[config.mk]
export PLATFORM = sky130hd
export DESIGN_NAME = playback_time_accumulator
export DESIGN_NICKNAME = d
export VERILOG_FILES = /design/src/rtl/pta_pkg.sv /design/src/rtl/pta_cfg.sv /design/src/rtl/pta_in_stage.sv /design/src/rtl/pta_core.sv /design/src/rtl/playback_time_accumulator.sv
export VERILOG_INCLUDE_DIRS = /design/src /design/src/rtl
export SDC_FILE = /design/constraint.sdc
export NUM_CORES = 1
export LEC_CHECK = 0
export ABC_CLOCK_PERIOD_IN_PS = 8200
export BUFFER_PORTS_ARGS = -buffer_cell sky130_fd_sc_hd__clkbuf_2
export CAP_MARGIN = 20
export CORE_UTILIZATION = 40
export CTS_CLUSTER_DIAMETER = 40
export DETAILED_ROUTE_END_ITERATION = 8
export GPL_ROUTABILITY_DRIVEN = 0
export PLACE_DENSITY = 0.59
export SETUP_SLACK_MARGIN = 0.02
export SLEW_MARGIN = 15
export SYNTH_ARGS = -nofsm -noshare
export SYNTH_HDL_FRONTEND = slang
export SYNTH_SLANG_ARGS = --single-unit
[constraint.sdc]
create_clock -name i_clk -period 8.2 [get_ports i_clk]
set_clock_uncertainty 0.15 [all_clocks]
set_input_delay 0.82 -clock i_clk [delete_from_list [all_inputs] [get_ports i_clk]]
set_output_delay 0.82 -clock i_clk [all_outputs]
set_load 0.1 [all_outputs]
[src/rtl/playback_time_accumulator_defines.svh]
// ----------------------------------------------------------------------------
// Playback time accumulator assertion macros
// Shared concurrent assertion forms used by the top level.
// ----------------------------------------------------------------------------
`ifndef PLAYBACK_TIME_ACCUMULATOR_DEFINES_SVH
`define PLAYBACK_TIME_ACCUMULATOR_DEFINES_SVH

// Same-cycle implication, disabled while reset is asserted (active low).
`define PTA_ASSERT_NOW(label, clk, rst_n, ante, cons, msg) \
    label: assert property (@(posedge clk) disable iff (!(rst_n)) (ante) |-> (cons)) \
        else $error(msg);

// Next-cycle implication, disabled while reset is asserted (active low).
`define PTA_ASSERT_NEXT(label, clk, rst_n, ante, cons, msg) \
    label: assert property (@(posedge clk) disable iff (!(rst_n)) (ante) |=> (cons)) \
        else $error(msg);

`endif

[src/rtl/pta_pkg.sv]
// ----------------------------------------------------------------------------
// Playback time accumulator package
// Field widths, command codes, register map and item types.
// ----------------------------------------------------------------------------
package pta_pkg;

    localparam int OP_W    = 3;
    localparam int DELTA_W = 16;
    localparam int ELAP_W  = 32;
    localparam int SPEED_W = 5;
    localparam int STEP_W  = 5;
    localparam int PROD_W  = DELTA_W + SPEED_W;

    localparam int DATA_W  = 32;
    localparam int ADDR_W  = 3;

    // Command codes
    localparam logic [OP_W-1:0] OP_TICK     = 3'd0;
    localparam logic [OP_W-1:0] OP_PLAY     = 3'd1;
    localparam logic [OP_W-1:0] OP_PLAY_REV = 3'd2;
    localparam logic [OP_W-1:0] OP_PAUSE    = 3'd3;
    localparam logic [OP_W-1:0] OP_STOP     = 3'd4;
    localparam logic [OP_W-1:0] OP_FASTER   = 3'd5;
    localparam logic [OP_W-1:0] OP_SLOWER   = 3'd6;

    // Register select (word address bit 2)
    localparam logic REG_SPEED_STEP = 1'b0;
    localparam logic REG_END_TIME   = 1'b1;

    // Reset values
    localparam logic [STEP_W-1:0] SPEED_STEP_RST = 5'd1;
    localparam logic [ELAP_W-1:0] END_TIME_RST   = 32'd100000000;
    localparam logic [SPEED_W-1:0] SPEED_RST     = 5'd1;
    localparam int                 SPEED_MAX_DEF = 20;

    typedef struct packed {
        logic [DELTA_W-1:0] delta_ms;
        logic [OP_W-1:0]    op;
    } t_cmd;

    typedef struct packed {
        logic [SPEED_W-1:0] speed;
        logic               reverse;
        logic               paused;
        logic               playing;
        logic [DELTA_W-1:0] frame_delta_ms;
        logic [ELAP_W-1:0]  elapsed_ms;
    } t_result;

    typedef struct packed {
        logic [STEP_W-1:0] speed_step;
        logic [ELAP_W-1:0] end_time_ms;
    } t_cfg;

endpackage

[src/rtl/pta_cfg.sv]
// ----------------------------------------------------------------------------
// Playback time accumulator register file
// APB-style write/read of speed step and end time.
// ----------------------------------------------------------------------------
module pta_cfg (
    input  logic                        i_clk,
    input  logic                        i_rst_n,
    input  logic                        psel,
    input  logic                        penable,
    input  logic                        pwrite,
    input  logic [pta_pkg::ADDR_W-1:0]  paddr,
    input  logic [pta_pkg::DATA_W-1:0]  pwdata,
    output logic [pta_pkg::DATA_W-1:0]  prdata,
    output logic                        pready,
    output pta_pkg::t_cfg               o_cfg
);
    import pta_pkg::*;

    logic [STEP_W-1:0] r_speed_step;
    logic [ELAP_W-1:0] r_end_time;
    logic              w_wr;

    assign pready = 1'b1;
    assign w_wr   = psel & penable & pwrite & pready;

    // Low address bits are byte lanes and ignored; bit 2 selects the word.
    always_ff @(posedge i_clk) begin
        if (!i_rst_n) begin
            r_speed_step <= SPEED_STEP_RST;
            r_end_time   <= END_TIME_RST;
        end else if (w_wr) begin
            case (paddr[2])
                REG_SPEED_STEP: r_speed_step <= pwdata[STEP_W-1:0];
                REG_END_TIME:   r_end_time   <= pwdata[ELAP_W-1:0];
                default: ;
            endcase
        end
    end

    always_comb begin
        case (paddr[2])
            REG_SPEED_STEP: prdata = DATA_W'(r_speed_step);
            REG_END_TIME:   prdata = DATA_W'(r_end_time);
            default:        prdata = '0;
        endcase
    end

    assign o_cfg.speed_step  = r_speed_step;
    assign o_cfg.end_time_ms = r_end_time;

endmodule

[src/rtl/pta_in_stage.sv]
// ----------------------------------------------------------------------------
// Playback time accumulator input register
// Holds one command item; refills in the cycle the core takes it.
// ----------------------------------------------------------------------------
module pta_in_stage (
    input  logic          i_clk,
    input  logic          i_rst_n,
    input  logic          i_valid,
    output logic          o_ready,
    input  pta_pkg::t_cmd i_cmd,
    output logic          o_valid,
    output pta_pkg::t_cmd o_cmd,
    input  logic          i_take
);
    import pta_pkg::*;

    logic r_valid;
    logic n_valid;
    t_cmd r_cmd;

    assign o_ready = !r_valid || i_take;
    assign n_valid = (i_valid && o_ready) || (r_valid && !i_take);

    always_ff @(posedge i_clk) begin
        if (!i_rst_n) begin
            r_valid <= 1'b0;
        end else begin
            r_valid <= n_valid;
        end
    end

    always_ff @(posedge i_clk) begin
        if (i_valid && o_ready) begin
            r_cmd <= i_cmd;
        end
    end

    assign o_valid = r_valid;
    assign o_cmd   = r_cmd;

endmodule

[src/rtl/pta_core.sv]
// ----------------------------------------------------------------------------
// Playback time accumulator core
// Playback state, one-pass command update and the result register.
// ----------------------------------------------------------------------------
module pta_core #(
    parameter int MAX_SPEED = pta_pkg::SPEED_MAX_DEF
) (
    input  logic             i_clk,
    input  logic             i_rst_n,
    input  logic             i_valid,
    input  pta_pkg::t_cmd    i_cmd,
    output logic             o_take,
    input  pta_pkg::t_cfg    i_cfg,
    output logic             o_valid,
    output pta_pkg::t_result o_res,
    input  logic             i_ready
);
    import pta_pkg::*;

    localparam logic [SPEED_W:0] SpeedMax = (SPEED_W+1)'(MAX_SPEED);

    logic               r_play;
    logic               r_pause;
    logic               r_back;
    logic [SPEED_W-1:0] r_speed;
    logic [ELAP_W-1:0]  r_elapsed;

    logic               n_play;
    logic               n_pause;
    logic               n_back;
    logic [SPEED_W-1:0] n_speed;
    logic [ELAP_W-1:0]  n_elapsed;
    logic [DELTA_W-1:0] n_frame;

    logic               r_out_valid;
    t_result            r_res;

    logic [PROD_W-1:0]  w_prod;
    logic [ELAP_W:0]    w_fwd;
    logic [ELAP_W-1:0]  w_bwd;
    logic [ELAP_W:0]    w_move;
    logic [ELAP_W-1:0]  w_tick_time;
    logic [SPEED_W:0]   w_up;
    logic [SPEED_W-1:0] w_faster;
    logic [SPEED_W-1:0] w_slower;
    logic               w_fire;

    assign o_take = !r_out_valid || i_ready;
    assign w_fire = i_valid && o_take;

    // Tick arithmetic: 16x5 product, then add or floor-at-zero subtract,
    // then clamp to the end time.
    assign w_prod = PROD_W'(i_cmd.delta_ms) * PROD_W'(r_speed);
    assign w_fwd  = {1'b0, r_elapsed} + (ELAP_W+1)'(w_prod);
    assign w_bwd  = (ELAP_W'(w_prod) > r_elapsed) ? '0 : r_elapsed - ELAP_W'(w_prod);
    assign w_move = r_back ? {1'b0, w_bwd} : w_fwd;
    assign w_tick_time = (w_move > {1'b0, i_cfg.end_time_ms}) ? i_cfg.end_time_ms
                                                             : w_move[ELAP_W-1:0];

    // Speed stepping with saturation at 1 and MAX_SPEED
    assign w_up     = {1'b0, r_speed} + (SPEED_W+1)'(i_cfg.speed_step);
    assign w_faster = (w_up > SpeedMax) ? SpeedMax[SPEED_W-1:0] : w_up[SPEED_W-1:0];
    assign w_slower = (r_speed <= SPEED_W'(i_cfg.speed_step))
                    ? SPEED_RST : r_speed - SPEED_W'(i_cfg.speed_step);

    always_comb begin
        n_play    = r_play;
        n_pause   = r_pause;
        n_back    = r_back;
        n_speed   = r_speed;
        n_elapsed = r_elapsed;
        n_frame   = '0;
        case (i_cmd.op)
            OP_TICK: begin
                n_frame = i_cmd.delta_ms;
                if (r_play) begin
                    n_elapsed = w_tick_time;
                end else if (r_pause) begin
                    n_frame = '0;
                end
            end
            OP_PLAY: begin
                n_pause = 1'b0;
                n_back  = 1'b0;
                n_play  = 1'b1;
            end
            OP_PLAY_REV: begin
                n_pause = 1'b0;
                n_back  = 1'b1;
                n_play  = 1'b1;
            end
            OP_PAUSE: begin
                n_play  = 1'b0;
                n_pause = 1'b1;
            end
            OP_STOP: begin
                n_play    = 1'b0;
                n_pause   = 1'b1;
                n_elapsed = '0;
            end
            OP_FASTER: n_speed = w_faster;
            OP_SLOWER: n_speed = w_slower;
            default: ;
        endcase
    end

    always_ff @(posedge i_clk) begin
        if (!i_rst_n) begin
            r_play      <= 1'b0;
            r_pause     <= 1'b0;
            r_back      <= 1'b0;
            r_speed     <= SPEED_RST;
            r_elapsed   <= '0;
            r_out_valid <= 1'b0;
        end else begin
            if (w_fire) begin
                r_play    <= n_play;
                r_pause   <= n_pause;
                r_back    <= n_back;
                r_speed   <= n_speed;
                r_elapsed <= n_elapsed;
            end
            r_out_valid <= w_fire || (r_out_valid && !i_ready);
        end
    end

    always_ff @(posedge i_clk) begin
        if (w_fire) begin
            r_res.elapsed_ms     <= n_elapsed;
            r_res.frame_delta_ms <= n_frame;
            r_res.playing        <= n_play;
            r_res.paused         <= n_pause;
            r_res.reverse        <= n_back;
            r_res.speed          <= n_speed;
        end
    end

    assign o_valid = r_out_valid;
    assign o_res   = r_res;

endmodule

[src/rtl/playback_time_accumulator.sv]
// ----------------------------------------------------------------------------
// Playback time accumulator
// Simulation playback clock driven by one command item per handshake.
// ----------------------------------------------------------------------------
// Usage:
//   s_axis carries commands: tuser = op (tick, play, play backward, pause,
//   stop, faster, slower), tdata = delta_ms in real milliseconds (tick only).
//   m_axis returns exactly one result item per command: elapsed playback
//   time, frame delta, play/pause/reverse flags and the current speed.
//   APB port: word 0 = speed_step, word 1 = end_time_ms (elapsed clamp).
//   Write registers only while no command is in flight.
// Path and throughput:
//   An accepted command passes through the input register, then the result
//   register, before its result is offered on m_axis. One item per cycle
//   sustained while m_axis_tready stays high; the state update (16x5 multiply,
//   33-bit add/subtract, clamp to end time) is combinational between them.
// Reset:
//   Synchronous, active low. Stopped-idle state: not playing, not paused,
//   forward, speed 1, elapsed 0; speed_step 1, end_time_ms 100000000.
// Stalls:
//   When m_axis_tready is low the result holds; the input register keeps
//   accepting until it too is full, then s_axis_tready drops.
// ----------------------------------------------------------------------------
`include "playback_time_accumulator_defines.svh"

module playback_time_accumulator #(
    parameter int MAX_SPEED = pta_pkg::SPEED_MAX_DEF
) (
    input  logic                       i_clk,
    input  logic                       i_rst_n,
    // Command channel
    input  logic                       s_axis_tvalid,
    output logic                       s_axis_tready,
    input  logic [15:0]                s_axis_tdata,  // [15:0] delta_ms
    input  logic [2:0]                 s_axis_tuser,  // [2:0] op
    // Result channel
    output logic                       m_axis_tvalid,
    input  logic                       m_axis_tready,
    // [31:0] elapsed_ms, [47:32] frame_delta_ms, [48] playing,
    // [49] paused, [50] reverse, [55:51] speed
    output logic [55:0]                m_axis_tdata,
    // Register port
    input  logic                       psel,
    input  logic                       penable,
    input  logic                       pwrite,
    input  logic [pta_pkg::ADDR_W-1:0] paddr,
    input  logic [pta_pkg::DATA_W-1:0] pwdata,
    output logic [pta_pkg::DATA_W-1:0] prdata,
    output logic                       pready
);
    import pta_pkg::*;

    t_cmd    w_s_cmd;
    t_cmd    w_cmd;
    logic    w_cmd_valid;
    logic    w_take;
    t_cfg    w_cfg;
    t_result w_res;

    assign w_s_cmd.op       = s_axis_tuser;
    assign w_s_cmd.delta_ms = s_axis_tdata;

    pta_cfg u_cfg (
        .i_clk   (i_clk),
        .i_rst_n (i_rst_n),
        .psel    (psel),
        .penable (penable),
        .pwrite  (pwrite),
        .paddr   (paddr),
        .pwdata  (pwdata),
        .prdata  (prdata),
        .pready  (pready),
        .o_cfg   (w_cfg)
    );

    // Input register: decouples s_axis from the state update
    pta_in_stage u_in (
        .i_clk   (i_clk),
        .i_rst_n (i_rst_n),
        .i_valid (s_axis_tvalid),
        .o_ready (s_axis_tready),
        .i_cmd   (w_s_cmd),
        .o_valid (w_cmd_valid),
        .o_cmd   (w_cmd),
        .i_take  (w_take)
    );

    // Playback state and result register
    pta_core #(
        .MAX_SPEED (MAX_SPEED)
    ) u_core (
        .i_clk   (i_clk),
        .i_rst_n (i_rst_n),
        .i_valid (w_cmd_valid),
        .i_cmd   (w_cmd),
        .o_take  (w_take),
        .i_cfg   (w_cfg),
        .o_valid (m_axis_tvalid),
        .o_res   (w_res),
        .i_ready (m_axis_tready)
    );

    assign m_axis_tdata = w_res;

    // Speed never leaves its saturation window.
    `PTA_ASSERT_NOW(a_speed_range, i_clk, i_rst_n, m_axis_tvalid,
        (w_res.speed != '0) && (w_res.speed <= SPEED_W'(MAX_SPEED)),
        "speed outside 1..MAX_SPEED")
    // Playing and paused are mutually exclusive.
    `PTA_ASSERT_NOW(a_play_pause_excl, i_clk, i_rst_n, m_axis_tvalid,
        !(w_res.playing && w_res.paused), "playing and paused both set")
    // A nonzero frame delta only comes from an unpaused tick.
    `PTA_ASSERT_NOW(a_frame_unpaused, i_clk, i_rst_n,
        m_axis_tvalid && (w_res.frame_delta_ms != '0), !w_res.paused,
        "frame delta reported while paused")
    // An accepted command is held in the input register next cycle.
    `PTA_ASSERT_NEXT(a_cmd_captured, i_clk, i_rst_n,
        s_axis_tvalid && s_axis_tready, w_cmd_valid,
        "accepted command not captured")

endmodule

==> results_tabular.tex, run 1 <==
\begin{tabular}{lr}
\hline
Metric & Value \\
\hline
\multicolumn{2}{l}{\textbf{Floorplanning}} \\
\quad Die height & between 150 and 200 µm \\
\quad Horizontal extent of the die & between 150 and 200 µm \\
\quad Num ports & 152 \\
\quad Number of cell rows & 65 \\
\quad Die ar. & between 30,000 and 40,000 µm² \\
\quad Total core area & 31,700 µm² \\
\quad Effective utilization at floorplan & approximately 40\% \\
\multicolumn{2}{l}{\textbf{Placement}} \\
\quad Number of buffers inserted by port buffering & between 100 and 150 \\
\quad DP Wirelength & a little over 30,000 µm \\
\quad Placed Area & $\sim$16,000 µm² \\
\multicolumn{2}{l}{\textbf{Final layout}} \\
\quad Area of all sequential standard cells & about 3800 µm² \\
\quad Most frequent standard cell in the layout excluding fill and tap cells & sky130\_fd\_sc\_hd\_\_buf\_4 \\
\quad Area of combinational cells with multiple inputs & roughly 9200 µm² \\
\quad Post-layout util & 55.9\% \\
\quad Antenna diode count & 0 \\
\quad Fraction of final layout cells with drive strength greater than 1 & between 30\% and 40\% \\
\quad Area growth from synthesis to final layout & 36.4\% \\
\quad Filler Cell Count & 2,878 \\
\quad Post-route cell area & 17,700 µm² \\
\quad Most frequent cells in the layout & 235 x sky130\_fd\_sc\_hd\_\_buf\_4, 178 x sky130\_fd\_sc\_hd\_\_nand2\_1, 162 x sky130\_fd\_sc\_hd\_\_inv\_1 \\
\quad Final layout net count & 2,107 \\
\multicolumn{2}{l}{\textbf{Drt}} \\
\quad Number of search-and-repair iterations in the first detailed-routing pass & 5 \\
\quad Number of DRC violations after detailed routing & 0 \\
\quad Via density & 5.48 \\
\quad Via total after detailed routing & 12,600 \\
\quad Number of design-rule violations left by the first detailed-router iteration & 713 \\
\quad Number of nets still failing antenna checks after routing & 0 \\
\quad Total Routed Length & about 42,000 µm \\
\quad Final routed wire length divided by cell count & 18.1 µm \\
\multicolumn{2}{l}{\textbf{Outcome}} \\
\quad Violated checks & setup timing \\
\quad Outcome & complete, but fails checks \\
\multicolumn{2}{l}{\textbf{Job}} \\
\quad Number of violations of the max-capacitance limit & 0 \\
\multicolumn{2}{l}{\textbf{Global routing}} \\
\quad Total gr overflow & 0 \\
\quad Pin count of the biggest net entering global routing & 65 \\
\quad Initial antenna violation count & 0 \\
\quad GRT Max-Usage Layer & met2 \\
\quad Vias in the first global route & about 13,000 \\
\quad Met3 track demand over resource & under 10\% \\
\quad GRT Util Overall & between 20\% and 30\% \\
\quad Met2 routing resource usage after global routing & roughly two fifths \\
\quad First-pass GRT wire length & 66,100 µm \\
\quad Global Route met1 Usage & between 30 and 40\% \\
\multicolumn{2}{l}{\textbf{Synthesis}} \\
\quad Portion of synthesized cell area occupied by the leading cell type & between 10\% and 20\% \\
\quad Async set-or-reset flop fraction in the synthesized netlist & 0\% \\
\quad Number of distinct standard cells referenced by the synthesized netlist & roughly 80 \\
\quad Net count after synthesis & roughly 1,800 \\
\quad Largest area contributor in the synthesized netlist & sky130\_fd\_sc\_hd\_\_edfxtp\_1 \\
\quad Most used DFF post-synth & sky130\_fd\_sc\_hd\_\_dfxtp\_1 \\
\quad Avg Synthesized Cell Area & about 8.5 µm² \\
\quad Synth Warn \# & 0 \\
\quad Sequential-to-total area share from yosys stat & between 20\% and 30\% \\
\quad FF+latch count, synth & around 150 \\
\quad Largest cells by area after synthesis & sky130\_fd\_sc\_hd\_\_edfxtp\_1 17\%, sky130\_fd\_sc\_hd\_\_dfxtp\_1 12\%, sky130\_fd\_sc\_hd\_\_ha\_1 11\% \\
\quad Synthesized instance count & 1,533 \\
\quad Combined area of all synthesized cells & 13,000 µm² \\
\quad Count of flip-flops with a built-in enable after synthesis & 75 \\
\multicolumn{2}{l}{\textbf{Worst setup path}} \\
\quad Critical path fanouts, max & 10 \\
\quad Cell type of the slowest stage on the worst timing path & sky130\_fd\_sc\_hd\_\_fa\_1 \\
\quad Worst setup SP type & register \\
\quad Data required time of the worst path & $\sim$8.2 ns \\
\quad Worst path max stage delay & 0.49 ns \\
\quad Crit end category & register \\
\quad Critical path type & reg -> reg \\
\quad Endpoint arrival time on the critical path & about 8.7 ns \\
\multicolumn{2}{l}{\textbf{Timing}} \\
\quad Tightest hold margin & $\sim$0.33 ns \\
\quad Total Neg Setup Slack & -19.92 ns \\
\quad Number of failing setup endpoints in the final timing report & 64 \\
\quad Final number of max-transition violations & 0 \\
\quad Final worst path period need & just under 9 ns \\
\quad Headroom to the max-slew limit & between 20\% and 30\% \\
\quad Fin. Hold Viols & 0 \\
\quad Unrepaired setup endpoints after global routing & true \\
\quad Final cycle utilization of the critical path & 106\% \\
\quad Final setup slack of the worst path & -0.481 ns \\
\quad Max Fclk & roughly 0.12 GHz \\
\quad Slew at the pin with the worst max-slew slack & 1.05 ns \\
\multicolumn{2}{l}{\textbf{Power}} \\
\quad Peak supply drop & $\sim$0.00013 V \\
\quad Net Switching & about 1.2 mW \\
\quad Power consumption & between 3 and 4 mW \\
\quad Clock network power share & a little over a quarter \\
\quad Leakage & about 8 nW \\
\quad Sw Share & 38.5\% \\
\quad Int Pwr & a little under 2 mW \\
\quad Combinational Power Share & roughly 46\% \\
\quad Flop pwr share & roughly 27\% \\
\quad P per Cell Area & between 150 and 200 nW/µm² \\
\multicolumn{2}{l}{\textbf{Clocking}} \\
\quad Cell chosen for the clock root & sky130\_fd\_sc\_hd\_\_clkbuf\_16 \\
\quad Total clock buffers created by CTS & 17 \\
\quad Maximum buffer depth of the clock tree & 2 \\
\quad Skew-Pair Late Insertion Delay & between 0.4 and 0.5 ns \\
\quad H-tree depth & 4 \\
\quad Clock transition time at the flip-flop clock pins of the worst setup and hold paths & 0.07 ns \\
\quad TritonCTS clock tree & done \\
\quad Number of sinks driven by the clock tree & 154 \\
\multicolumn{2}{l}{\textbf{Worst hold path}} \\
\quad Class of the tightest hold or removal check & reg -> reg \\
\hline
\end{tabular}
## state kept, by name, indices dropped and copies added (netlist names)
signal,count
u_cfg.r_end_time,32
u_cfg.r_speed_step,5
u_in.o_cmd,19
u_core.r_back,1
u_core.o_res,56
u_core.r_elapsed,32
u_core.r_speed,5
u_core.o_valid,1
u_in.o_valid,1
u_core.r_pause,1
u_core.r_play,1
## logic make-up after synthesis
family / share of synthesized area, %
other: 0.0289
adders and majority gates: 18.0
DFF: 29.5
xor gates and xnor gates: 4.38
muxes: 2.09
AOI/OAI and AO/OA: 20.0
and+or+nand+nor: 18.5
buffers and inverters: 7.44
## worst max-delay path: cells and delay by family, from the launching register on
kind	cells	cell delay, ns
AOI/OAI and AO/OA	13	2.64
adders and majority gates	6	2.34
and+or+nand+nor	7	1.33
buffers and inverters	10	1.13
DFF	1	0.45
muxes	1	0.18
xor gates and xnor gates	1	0.14
## repair_timing
item                       4_1_cts  5_1_grt
pin swaps                       55       22
cloned                           3        0
setup endpoints to repair       64       64
buffers inserted                23       10
gates resized for setup        167       60
hold buffers                     0        0
## final timing paths
kind / startpoint / to / slack [ns] / depth (start not counted)
worst max-delay path: u_in.o_cmd[5] / u_core.o_res[6] / -0.48 / 38
worst min register to register: u_cfg.r_end_time[19] / u_cfg.r_end_time[19] / 0.33 / 2
worst min-delay path: u_cfg.r_end_time[19] / u_cfg.r_end_time[19] / 0.33 / 2
worst max register to register: u_in.o_cmd[5] / u_core.o_res[6] / -0.48 / 38
## synth_stat cells, types with 7 or more instances
cell / instances
sky130_fd_sc_hd__a2111oi_0: 7
sky130_fd_sc_hd__a211oi_1: 11
sky130_fd_sc_hd__a21o_1: 26
sky130_fd_sc_hd__a21oi_1: 87
sky130_fd_sc_hd__a221oi_1: 7
sky130_fd_sc_hd__a32o_1: 7
sky130_fd_sc_hd__a32oi_1: 14
sky130_fd_sc_hd__and2_1: 99
sky130_fd_sc_hd__buf_2: 10
sky130_fd_sc_hd__clkbuf_1: 59
sky130_fd_sc_hd__dfxtp_1: 79
sky130_fd_sc_hd__edfxtp_1: 75
sky130_fd_sc_hd__fa_1: 46
sky130_fd_sc_hd__ha_1: 113
sky130_fd_sc_hd__inv_1: 167
sky130_fd_sc_hd__mux2i_1: 26
sky130_fd_sc_hd__nand2_1: 184
sky130_fd_sc_hd__nand2b_1: 15
sky130_fd_sc_hd__nand3_1: 23
sky130_fd_sc_hd__nand4_1: 10
sky130_fd_sc_hd__nor2_1: 81
sky130_fd_sc_hd__nor2b_1: 12
sky130_fd_sc_hd__nor3_1: 26
sky130_fd_sc_hd__o211ai_1: 26
sky130_fd_sc_hd__o21a_1: 11
sky130_fd_sc_hd__o21ai_0: 82
sky130_fd_sc_hd__o21ai_1: 10
sky130_fd_sc_hd__o21bai_1: 7
sky130_fd_sc_hd__o22ai_1: 15
sky130_fd_sc_hd__o31ai_1: 12
sky130_fd_sc_hd__or3_1: 12
sky130_fd_sc_hd__xnor2_1: 48
sky130_fd_sc_hd__xor2_1: 17
## power by group through the flow
stage / Clock, mW / Combinational (mW) / Sequential, mW
floorplan: 0 / 0.725 / 0.954
global placement: 0 / 1.28 / 0.872
detailed placement: 0 / 1.30 / 0.873
CTS: 0.837 / 1.42 / 0.856
global route: 0.868 / 1.58 / 0.860
finish: 0.826 / 1.45 / 0.857
## layer usage
metal | part of all wire (%) | wire length, µm
met5 | 0 | 0
met1 | 44 | 18300
met2 | 47 | 19700
met4 | 2.5 | 1020
met3 | 6.0 | 2520
## per-stage QoR
step           setup slack (ns)  cells
6_report                 -0.481   2302
5_1_grt                  -0.802   2302
4_1_cts                  -0.272   2291
3_5_place_dp             -0.694   2233
3_3_place_gp             -0.628   2233
2_1_floorplan            0.0357   1533
## cell type report
cell class,instances,share of cell area (%)
timing repair buffer,411,16.5
multi-input combinational,1134,52.1
inverter,169,3.59
clock buffer,20,2.64
clock inverter,12,0.685
tap,402,2.84
sequential,154,21.7
Note: power is estimated with default switching activity, not from simulation.
==> inputs of run 2 (changes only) <==
ABC_CLOCK_PERIOD_IN_PS = 10600   (was 8200)
PLACE_DENSITY = 0.57   (was 0.59)
clock period = 10.6 ns   (was 8.2 ns; I/O delays follow)
==> run 2 against run 1 <==
Net effect: die area did not move; non-clock buffer count fell by 229; final area fell by 16%; critical path depth fell by 4; first-iteration DRC count rose by 5.2%; routed wire length fell by 11%; sequential power fell by 22%; largest power group unchanged; flip-flop and latch count did not move; global-route usage fell by 2.8 points; the flow now finishes without violations; fmax fell by 12%; clock power fell by 20%.
==> results_tabular.tex, run 2 (synthesis gave the netlist of run 1 again) <==
\begin{tabular}{lr}
\hline
Metric & Value \\
\hline
\multicolumn{2}{l}{\textbf{Worst setup path}} \\
\quad Endpoint arrival time on the critical path & around 10 ns \\
\quad Data required time of the worst path & 10.64 ns \\
\quad Most frequent cell on the critical path & sky130\_fd\_sc\_hd\_\_a21o\_1 \\
\quad Critical path depth & 34 \\
\quad Cell type of the slowest stage on the worst timing path & sky130\_fd\_sc\_hd\_\_dfxtp\_1 \\
\quad Critical path fanouts, max & 10 \\
\quad Critical path buffer and inverter count & 3 \\
\quad Worst setup SP type & register \\
\quad Worst path max stage delay & $\sim$0.6 ns \\
\quad Family with the most delay on the worst path & compound AO/OA/AOI/OAI gates \\
\quad Crit end category & register \\
\quad Critical path type & reg -> reg \\
\quad Path depth of the worst reg2reg path & 34 \\
\multicolumn{2}{l}{\textbf{Power}} \\
\quad Leakage & approximately 6.7 nW \\
\quad Peak supply drop & roughly 0.00012 V \\
\quad P per Cell Area & about 140 nW/µm² \\
\multicolumn{2}{l}{\textbf{Drt}} \\
\quad Number of DRC violations after detailed routing & 0 \\
\quad Number of search-and-repair iterations in the first detailed-routing pass & 5 \\
\quad Via density & about 5.5 \\
\quad Number of nets still failing antenna checks after routing & 0 \\
\quad Via total after detailed routing & around 11,000 \\
\quad Total Routed Length & 36,900 µm \\
\quad Final routed wire length divided by cell count & 17.8 µm \\
\quad Number of design-rule violations left by the first detailed-router iteration & 750 \\
\multicolumn{2}{l}{\textbf{Final layout}} \\
\quad Filler Cell Count & roughly 3,100 \\
\quad Flip-flop count of the largest register after layout & between 50 and 60 \\
\quad Fraction of final layout cells with drive strength greater than 1 & 14.2\% \\
\quad Antenna diode count & 0 \\
\quad Most frequent cells in the layout & 184 x sky130\_fd\_sc\_hd\_\_nand2\_1, 167 x sky130\_fd\_sc\_hd\_\_inv\_1, 148 x sky130\_fd\_sc\_hd\_\_clkbuf\_2 \\
\quad Post-layout util & between 40\% and 50\% \\
\quad Area of combinational cells with multiple inputs & approximately 8200 µm² \\
\quad Most frequent standard cell in the layout excluding fill and tap cells & sky130\_fd\_sc\_hd\_\_nand2\_1 \\
\quad Final layout net count & approximately 1,900 \\
\quad Area growth from synthesis to final layout & 14.4\% \\
\quad Area of all sequential standard cells & about 3800 µm² \\
\multicolumn{2}{l}{\textbf{Clocking}} \\
\quad TritonCTS clock tree & done \\
\quad Total clock buffers created by CTS & 17 \\
\quad Skew-Pair Late Insertion Delay & around 0.45 ns \\
\quad Cell chosen for the clock root & sky130\_fd\_sc\_hd\_\_clkbuf\_16 \\
\quad Maximum buffer depth of the clock tree & 2 \\
\quad H-tree depth & 4 \\
\quad Clock transition time at the flip-flop clock pins of the worst setup and hold paths & $\sim$0.08 ns \\
\quad Number of sinks driven by the clock tree & between 150 and 200 \\
\multicolumn{2}{l}{\textbf{Floorplanning}} \\
\quad Total core area & 31,700 µm² \\
\quad Horizontal extent of the die & 182 µm \\
\quad Die ar. & around 33,000 µm² \\
\quad Die height & around 180 µm \\
\quad Effective utilization at floorplan & between 40\% and 50\% \\
\quad Number of cell rows & between 60 and 70 \\
\quad Num ports & approximately 150 \\
\multicolumn{2}{l}{\textbf{Outcome}} \\
\quad Outcome & complete, no violations \\
\multicolumn{2}{l}{\textbf{Timing}} \\
\quad Final cycle utilization of the critical path & 93.2\% \\
\quad Fin. Hold Viols & 0 \\
\quad Number of failing setup endpoints in the final timing report & 0 \\
\quad Final worst path period need & around 9.9 ns \\
\quad Headroom to the max-slew limit & roughly 28\% \\
\quad Unrepaired setup endpoints after global routing & false \\
\quad Max Fclk & 0.101 GHz \\
\quad Slew at the pin with the worst max-slew slack & 1.08 ns \\
\quad Total Neg Setup Slack & 0 ns \\
\quad Final number of max-transition violations & 0 \\
\multicolumn{2}{l}{\textbf{Global routing}} \\
\quad Vias in the first global route & 11,000 \\
\quad Pin count of the biggest net entering global routing & 65 \\
\quad Total gr overflow & 0 \\
\quad GRT Util Overall & between 20\% and 30\% \\
\quad Initial antenna violation count & 1 \\
\quad First-pass GRT wire length & just under 60,000 µm \\
\multicolumn{2}{l}{\textbf{Job}} \\
\quad Number of violations of the max-capacitance limit & 0 \\
\multicolumn{2}{l}{\textbf{Worst hold path}} \\
\quad Class of the tightest hold or removal check & reg -> reg \\
\quad Number of cells on the worst hold path & 2 \\
\multicolumn{2}{l}{\textbf{Placement}} \\
\quad Number of buffers inserted by port buffering & around 150 \\
\quad DP Wirelength & 28,200 µm \\
\hline
\end{tabular}
## run 2: worst min-delay path, cell delays in order, from the launching register on
cell                      delay, ns
sky130_fd_sc_hd__dfxtp_1       0.33
sky130_fd_sc_hd__nand2_1       0.06
sky130_fd_sc_hd__a21oi_1       0.06
## run 2: metal layers
layer	up-vias	wire length [µm]	GRT usage (%)
met3	48	1530	3.31
met1	5450	16900	29.4
met2	287	17500	37.3
met4	0	959	8.91
met5	-	0	0
li1	5579	-	-
## run 2: stage by stage
stage | cells | hold WS (ns) | worst slack [ns] | instance area, µm² | power (mW)
floorplan | 1533 | 0.293 | 1.64 | 13000 | 1.28
global placement | 2036 | 0.324 | 0.803 | 14200 | 1.45
detailed placement | 2036 | 0.339 | 0.762 | 14200 | 1.46
CTS | 2068 | 0.347 | 0.735 | 14800 | 2.12
global route | 2072 | 0.369 | 0.0602 | 14800 | 2.23
finish | 2072 | 0.343 | 0.724 | 14800 | 2.11
## run 2: power by group
part / internal (mW) / total (mW) / switching [mW] / leakage, nW
registers: 0.645 / 0.666 / 0.0210 / 1.36
clock network: 0.357 / 0.657 / 0.300 / 0.313
logic: 0.277 / 0.785 / 0.508 / 5.02
## run 2: area by class of cell
class / count / share of cell area (%)
Sequential cell: 154 / 25.8
Multi-Input combinational cell: 1133 / 55.3
Timing Repair Buffer: 182 / 6.93
Clock buffer: 20 / 3.37
Inverter: 169 / 4.27
Clock inverter: 12 / 0.893
Tap cell: 402 / 3.39
## run 2: repair_timing
item	CTS	global route
endpoints found under the hold margin	0	0
hold buffers	0	0
endpoints found under the setup margin	0	20
gates resized for setup	0	1
buffers inserted	0	2
## run 2: final timing paths
| check | startpoint | endpoint | slack [ns] |
|---|---|---|---|
| setup reg to reg | u_core.r_speed[3] | u_core.o_res[13] | 0.72 |
| hold reg to reg | u_core.r_pause | u_core.r_pause | 0.34 |
| setup / recovery | u_core.r_speed[3] | u_core.o_res[13] | 0.72 |
| hold / removal | u_core.r_pause | u_core.r_pause | 0.34 |
